### src/hw/rtl/sfr_pkg.sv
// Shared types and constants for the stuffed frame receiver.
// Used by stuffed_frame_receiver, its checker and its testbench; depends on nothing.
package sfr_pkg;

    localparam int BYTE_W  = 8;
    localparam int KIND_W  = 2;
    localparam int CFG_IDX_W = 2;

    // Register reset values
    localparam logic [BYTE_W-1:0] START_CODE_RST    = 8'hBA;
    localparam logic [BYTE_W-1:0] END_CODE_RST      = 8'hDA;
    localparam logic [BYTE_W-1:0] ESCAPE_CODE_RST   = 8'hFA;
    localparam logic [BYTE_W-1:0] UNESCAPE_MASK_RST = 8'hFA;

    // Configuration register indexes
    localparam logic [CFG_IDX_W-1:0] CFG_START_CODE    = 2'd0;
    localparam logic [CFG_IDX_W-1:0] CFG_END_CODE      = 2'd1;
    localparam logic [CFG_IDX_W-1:0] CFG_ESCAPE_CODE   = 2'd2;
    localparam logic [CFG_IDX_W-1:0] CFG_UNESCAPE_MASK = 2'd3;

    typedef enum logic [1:0] {
        PHASE_IDLE = 2'd0,
        PHASE_LEN  = 2'd1,
        PHASE_BODY = 2'd2
    } phase_t;

    typedef enum logic [KIND_W-1:0] {
        KIND_PASS = 2'd0,
        KIND_DATA = 2'd1,
        KIND_DONE = 2'd2,
        KIND_DROP = 2'd3
    } kind_t;

endpackage

### src/hw/rtl/stuffed_frame_receiver.sv
// Decoder for length-prefixed, byte-stuffed frames: top level.
// Depends on sfr_pkg for the phase and result-kind types and register codes.
//
// Accepts one received byte per clock and produces at most one result per
// byte, in the cycle after acceptance, from a single output register. A new byte
// is taken in every cycle as long as the output register is empty or its
// transaction completes in that same cycle, so the sustained rate is one byte
// per cycle; the only limit is that single output register waiting on m_ready.
// Outside a frame, bytes other than the start code pass through (kind 0). The
// start code opens a frame and the byte after it is the payload length, taken
// as is. In the body each payload byte is delivered at once with its position
// (kind 1); the escape code makes the next byte payload, ANDed with the
// unescape mask. Once the length is reached, the end code completes the frame
// (kind 2, with its length) and any other byte drops it (kind 3). A raw start
// code mid-body drops the frame and opens a new one; a raw end code mid-body
// drops it. Escape detection takes priority over the start and end codes.
// Write the four code registers only while the block is idle.
module stuffed_frame_receiver
    import sfr_pkg::*;
(
    input  logic                 aclk,
    input  logic                 aresetn,

    input  logic                 cfg_wr_en,
    input  logic [CFG_IDX_W-1:0] cfg_index,
    input  logic [BYTE_W-1:0]    cfg_wdata,

    input  logic                 s_valid,
    output logic                 s_ready,
    input  logic [BYTE_W-1:0]    s_rx_byte,

    output logic                 m_valid,
    input  logic                 m_ready,
    output logic [KIND_W-1:0]    m_kind,
    output logic [BYTE_W-1:0]    m_data_byte,
    output logic [BYTE_W-1:0]    m_position,
    output logic [BYTE_W-1:0]    m_frame_length
);

    // Code registers
    logic [BYTE_W-1:0] start_code_reg;
    logic [BYTE_W-1:0] end_code_reg;
    logic [BYTE_W-1:0] escape_code_reg;
    logic [BYTE_W-1:0] unescape_mask_reg;

    // Frame state
    phase_t            phase_reg, phase_next;
    logic [BYTE_W-1:0] count_reg, count_next;
    logic [BYTE_W-1:0] length_reg, length_next;
    logic              escape_reg, escape_next;

    // Result of the byte on the input this cycle
    logic              res_valid;
    kind_t             res_kind;
    logic [BYTE_W-1:0] res_data;
    logic [BYTE_W-1:0] res_pos;
    logic [BYTE_W-1:0] res_len;

    // Output register
    logic              m_valid_reg;
    kind_t             m_kind_reg;
    logic [BYTE_W-1:0] m_data_reg;
    logic [BYTE_W-1:0] m_pos_reg;
    logic [BYTE_W-1:0] m_len_reg;

    logic in_accept;

    // Take a byte whenever the output slot is free or is being emptied now
    assign s_ready   = !m_valid_reg || m_ready;
    assign in_accept = s_valid && s_ready;

    // Configuration writes
    always_ff @(posedge aclk) begin
        if (!aresetn) begin
            start_code_reg    <= START_CODE_RST;
            end_code_reg      <= END_CODE_RST;
            escape_code_reg   <= ESCAPE_CODE_RST;
            unescape_mask_reg <= UNESCAPE_MASK_RST;
        end else if (cfg_wr_en) begin
            case (cfg_index)
                CFG_START_CODE:    start_code_reg    <= cfg_wdata;
                CFG_END_CODE:      end_code_reg      <= cfg_wdata;
                CFG_ESCAPE_CODE:   escape_code_reg   <= cfg_wdata;
                CFG_UNESCAPE_MASK: unescape_mask_reg <= cfg_wdata;
                default: ;
            endcase
        end
    end

    // State register: advance only on an accepted transaction
    always_ff @(posedge aclk) begin
        if (!aresetn) begin
            phase_reg  <= PHASE_IDLE;
            count_reg  <= '0;
            length_reg <= '0;
            escape_reg <= 1'b0;
        end else if (in_accept) begin
            phase_reg  <= phase_next;
            count_reg  <= count_next;
            length_reg <= length_next;
            escape_reg <= escape_next;
        end
    end

    // Next state and result for the byte presented on the input
    always_comb begin
        phase_next  = phase_reg;
        count_next  = count_reg;
        length_next = length_reg;
        escape_next = escape_reg;
        res_valid   = 1'b0;
        res_kind    = KIND_PASS;
        res_data    = '0;
        res_pos     = '0;
        res_len     = '0;

        case (phase_reg)
            PHASE_LEN: begin
                // Length byte: store it whatever its value
                length_next = s_rx_byte;
                count_next  = '0;
                escape_next = 1'b0;
                phase_next  = PHASE_BODY;
            end

            PHASE_BODY: begin
                if (count_reg == length_reg) begin
                    // Count reached: only the end code completes the frame
                    phase_next  = PHASE_IDLE;
                    escape_next = 1'b0;
                    res_valid   = 1'b1;
                    if (s_rx_byte == end_code_reg) begin
                        res_kind = KIND_DONE;
                        res_len  = length_reg;
                    end else begin
                        res_kind = KIND_DROP;
                    end
                end else if (escape_reg) begin
                    escape_next = 1'b0;
                    count_next  = count_reg + 1'b1;
                    res_valid   = 1'b1;
                    res_kind    = KIND_DATA;
                    res_data    = s_rx_byte & unescape_mask_reg;
                    res_pos     = count_reg;
                end else if (s_rx_byte == escape_code_reg) begin
                    escape_next = 1'b1;
                end else if (s_rx_byte == start_code_reg) begin
                    // Restart: drop the partial frame, await a new length
                    phase_next = PHASE_LEN;
                    res_valid  = 1'b1;
                    res_kind   = KIND_DROP;
                end else if (s_rx_byte == end_code_reg || count_reg > length_reg) begin
                    phase_next = PHASE_IDLE;
                    res_valid  = 1'b1;
                    res_kind   = KIND_DROP;
                end else begin
                    count_next = count_reg + 1'b1;
                    res_valid  = 1'b1;
                    res_kind   = KIND_DATA;
                    res_data   = s_rx_byte;
                    res_pos    = count_reg;
                end
            end

            default: begin
                // Idle, and any unused phase code
                if (s_rx_byte == start_code_reg) begin
                    phase_next = PHASE_LEN;
                end else begin
                    phase_next = PHASE_IDLE;
                    res_valid  = 1'b1;
                    res_kind   = KIND_PASS;
                    res_data   = s_rx_byte;
                end
            end
        endcase
    end

    // Output register: load on accept, drop the valid once taken
    always_ff @(posedge aclk) begin
        if (!aresetn) begin
            m_valid_reg <= 1'b0;
        end else if (in_accept) begin
            m_valid_reg <= res_valid;
        end else if (m_ready) begin
            m_valid_reg <= 1'b0;
        end
    end

    always_ff @(posedge aclk) begin
        if (in_accept && res_valid) begin
            m_kind_reg <= res_kind;
            m_data_reg <= res_data;
            m_pos_reg  <= res_pos;
            m_len_reg  <= res_len;
        end
    end

    assign m_valid        = m_valid_reg;
    assign m_kind         = m_kind_reg;
    assign m_data_byte    = m_data_reg;
    assign m_position     = m_pos_reg;
    assign m_frame_length = m_len_reg;

endmodule

### config.mk
export PLATFORM = sky130hd
export DESIGN_NAME = stuffed_frame_receiver
export DESIGN_NICKNAME = d
export VERILOG_FILES = /design/src/hw/rtl/sfr_pkg.sv /design/src/hw/rtl/stuffed_frame_receiver.sv
export SDC_FILE = /design/constraint.sdc
export NUM_CORES = 1
export LEC_CHECK = 0
export BUFFER_PORTS_ARGS = -buffer_cell sky130_fd_sc_hd__buf_4
export CAP_MARGIN = 5
export CELL_PAD_IN_SITES_DETAIL_PLACEMENT = 2
export CELL_PAD_IN_SITES_GLOBAL_PLACEMENT = 2
export CORE_ASPECT_RATIO = 1.4
export CORE_MARGIN = 2
export CORE_UTILIZATION = 35
export CTS_CLUSTER_DIAMETER = 80
export DETAILED_ROUTE_END_ITERATION = 8
export GPL_TIMING_DRIVEN = 0
export PLACE_DENSITY = 0.8
export SLEW_MARGIN = 20
export SYNTH_ARGS = -nofsm -noshare
export SYNTH_HDL_FRONTEND = slang
export SYNTH_SLANG_ARGS = --single-unit
### constraint.sdc
create_clock -name aclk -period 4.6 [get_ports aclk]
set_input_delay 0.46 -clock aclk [delete_from_list [all_inputs] [get_ports aclk]]
set_output_delay 0.46 -clock aclk [all_outputs]
set_load 0.01 [all_outputs]
==> flow_summary.ini <==
[outcome]
outcome = finished, final reports clean

[synth]
syn-mean-instance-area_um2 = 9.36
syn_area_um2 = 3710
syn_nets = 430
synth_cells = 396
ys_async_sr_fraction_pct = 0
yosysMostFrequentCell = sky130_fd_sc_hd__nand2_1
yosysSeqAreaShare_pct = 49.2
xor_xnor_fraction_of_synth_area_pct = 5.67
synth_top_cell_area_share_pct = 28.1
synth_enable_flop_cells = 26
ys_flop_type = sky130_fd_sc_hd__dfxtp_1
synth_mux_area_share_pct = 2.16
synth.cells.most_frequent = 75 x sky130_fd_sc_hd__nand2_1, 52 x sky130_fd_sc_hd__dfxtp_1, 32 x sky130_fd_sc_hd__nand3_1
yosys-top-cells-area = sky130_fd_sc_hd__dfxtp_1 28%, sky130_fd_sc_hd__edfxtp_1 21%, sky130_fd_sc_hd__nand2_1 7.6%
ys_types = 45
largest_family_of_logic_cells_by_synthesized_area = simple AND/OR/NAND/NOR gates
ys_ff_latch = 78
synth_simple_gate_area_share_pct = 25.8
synth_largest_area_cell = sky130_fd_sc_hd__dfxtp_1
synth-adder-area-share_pct = 3.71
synth_compound_gate_area_share_pct = 10.6
yosysWarnings = 0

[clocking]
cts_resized = 0
cts_max_path_buffers = 2
cts_tree = built
cts_root_buffer = sky130_fd_sc_hd__clkbuf_16
clock-sinks = 78
post_cts_buffers = 0
cts_hold_repair.buffers = 0
cts_buffers = 9
cts_h_tree_depth = 3
clkLatencyLatePin_ps = 350
worst_setup_hold_path_clk_slew_ps = 60

[hold_path]
worstHoldPathType = primary input to flip-flop

[global_route]
grt_max_degree = 23
grt.total_usage_pct = 22.2
wire_length_of_the_first_global_routing_pass_um = 19300
first_global_vias = 3614
global_route.overflow_total = 0
number_of_antenna_violations_at_the_first_check_in_global_routing = 0

[finish]
drive_gt1_share_pct = 17.3
number_of_nets_in_the_layout = 491
area_growth_syn_to_layout_pct = 24.8
num_antenna_cells = 0

[floorplanning]
floorplan.initialDensity_pct = 35.8
core.rowCount = 44
floorplan.io_pins = 51
die_height_um = 126
core_ar_um2 = 10300
chipWidth_um = 91.0
design.die.area_um2 = 11400

[detailed_routing]
wl_per_cell_um = 20.1
totalWireLength_um = 12000
routed_via_density = 5.27
first_pass_iters = 4
detail_route.drc_violations = 0
dr_total_vias = 3164
dr.first_iter.drc_count = 95
antenna_violating_nets_post_route = 0

[setup_path]
rrSetupSlack_ps = 1910
timing.critical_path.arrival_ps = 2780
highest_delay_cell_along_the_critical_path = sky130_fd_sc_hd__nor4_1
cpPeakStageDelay_ps = 800
critPathTopFamily = simple AND/OR/NAND/NOR gates
crit_path_end_kind = flip-flop
cp.buffers_inverters = 0
critical_path.max_fanout = 10
cp_cell_sequence = xor2_1, nor4_1, a211oi_2, a21oi_2, nor2_1, and2_1
worst_ep_required_time_ps = 4700
critical_path.startpoint_type = flip-flop
kind_of_critical_path = flip-flop to flip-flop

[sta]
rsz_0062_raised_after_global_routing = no
finalWorstPathRequiredPeriod_ps = 2690
timing.final.setup_violations = 0
maxClockFrequency_ghz = 0.372
final_hold_viol_count = 0
skew_ps = 8.53
post-route-period-util_pct = 58.4
timing.setup.tns_ps = 0
max_slew.worst_pin.slew_ps = 940
max-slew-margin-rel_pct = 36.7
finalMaxSlewViolations = 0

[placed_design]
detailedPlacementHpwl_um = 8940
finalWeightedCongestion = 0.842
port_buffers = 49

[power]
ir_worst_vdd_mv = 0.192
finalPower_mw = 1.72
power.leakage_nw = 1.83
power_density_over_the_cells_nw_per_um2 = 371

[flow_run]
max_cap_violations = 0
## layer usage
layer / wire length (µm) / part of all wire, % / global-route usage, % / vias to the layer above
li1: - / - / - / 1492
met1: 4500 / 37 / 22.5 / 1571
met2: 6720 / 56 / 43.2 / 79
met3: 384 / 3.2 / 4.07 / 22
met4: 439 / 3.6 / 9.98 / 0
met5: 0 / 0 / 0 / -
## power breakdown
| part | internal, mW | total, mW | switching, mW | leakage [nW] |
|---|---|---|---|---|
| logic | 0.0586 | 0.140 | 0.0812 | 0.985 |
| registers | 0.738 | 0.750 | 0.0128 | 0.684 |
| clock network | 0.529 | 0.825 | 0.296 | 0.159 |
| total | 1.33 | 1.72 | 0.390 | 1.83 |
## stage by stage
stage          std cells  instance area, µm²  hold slack (ps)  setup slack [ps]  util [%]
2_1_floorplan        396                3710              441              1350         -
3_3_place_gp         583                4250              458               679      41.0
3_5_place_dp         584                4290              463              1630      41.4
4_1_cts              600                4620              376              1900      44.7
5_1_grt              600                4620              395              1710      44.7
6_report             600                4620              378              1910      44.7
## cell usage in the layout (no fill, tap or decap), types with 2 or more instances in the layout
master and count:
sky130_fd_sc_hd__o31ai_1 9, sky130_fd_sc_hd__nand3_1 32, sky130_fd_sc_hd__bufinv_16 3, sky130_fd_sc_hd__o21ai_0 11, sky130_fd_sc_hd__or2_2 3, sky130_fd_sc_hd__mux2i_1 8, sky130_fd_sc_hd__nand2b_1 3, sky130_fd_sc_hd__nand4_1 6
sky130_fd_sc_hd__xnor2_1 8, sky130_fd_sc_hd__buf_4 49, sky130_fd_sc_hd__nor2b_1 17, sky130_fd_sc_hd__or4_1 2, sky130_fd_sc_hd__a21boi_0 12, sky130_fd_sc_hd__or3_2 2, sky130_fd_sc_hd__and3_1 3, sky130_fd_sc_hd__edfxtp_1 26
sky130_fd_sc_hd__xor2_1 16, sky130_fd_sc_hd__or3_1 3, sky130_fd_sc_hd__dfxtp_1 52, sky130_fd_sc_hd__inv_1 12, sky130_fd_sc_hd__and2_1 25, sky130_fd_sc_hd__clkinvlp_4 2, sky130_fd_sc_hd__a21oi_1 13, sky130_fd_sc_hd__nor2_1 8
sky130_fd_sc_hd__nand2_1 75, sky130_fd_sc_hd__ha_1 11, sky130_fd_sc_hd__clkbuf_16 9, sky130_fd_sc_hd__nor4_1 4, sky130_fd_sc_hd__clkbuf_1 15
## path summary, 6_finish.rpt
check,start,end,cells after the start
max,escape_code_reg[6],m_position[1],6
min,cfg_wdata[3],escape_code_reg[3],3
max reg2reg,escape_code_reg[6],m_position[1],6
min reg2reg,unescape_mask_reg[6],unescape_mask_reg[6],2
## cells by family (layout without fill, tap and decap cells)
family | count (synthesis) | after routing
xor+xnor | 24 | 24
mux | 8 | 8
fa+ha+maj | 11 | 11
buf+inv | 27 | 93
flops | 78 | 78
compound gates | 58 | 58
simple gates | 190 | 190
## cell type report
type | count | area [µm²]
plain buffers | 15 | 63.8
well taps | 138 | 173
repair buffers | 50 | 395
multi-input cells | 291 | 1790
inverters | 12 | 45.0
flip-flops and latches | 78 | 1820
fillers | 1171 | 5730
clock buffers | 10 | 229
clock inverters | 6 | 110
## tightest hold or removal path, delay by kind of cell
kind / cells / cell delay (ps)
buf+inv: 1 / 110
simple gates: 2 / 120
Note: power is estimated with default switching activity, not from simulation.
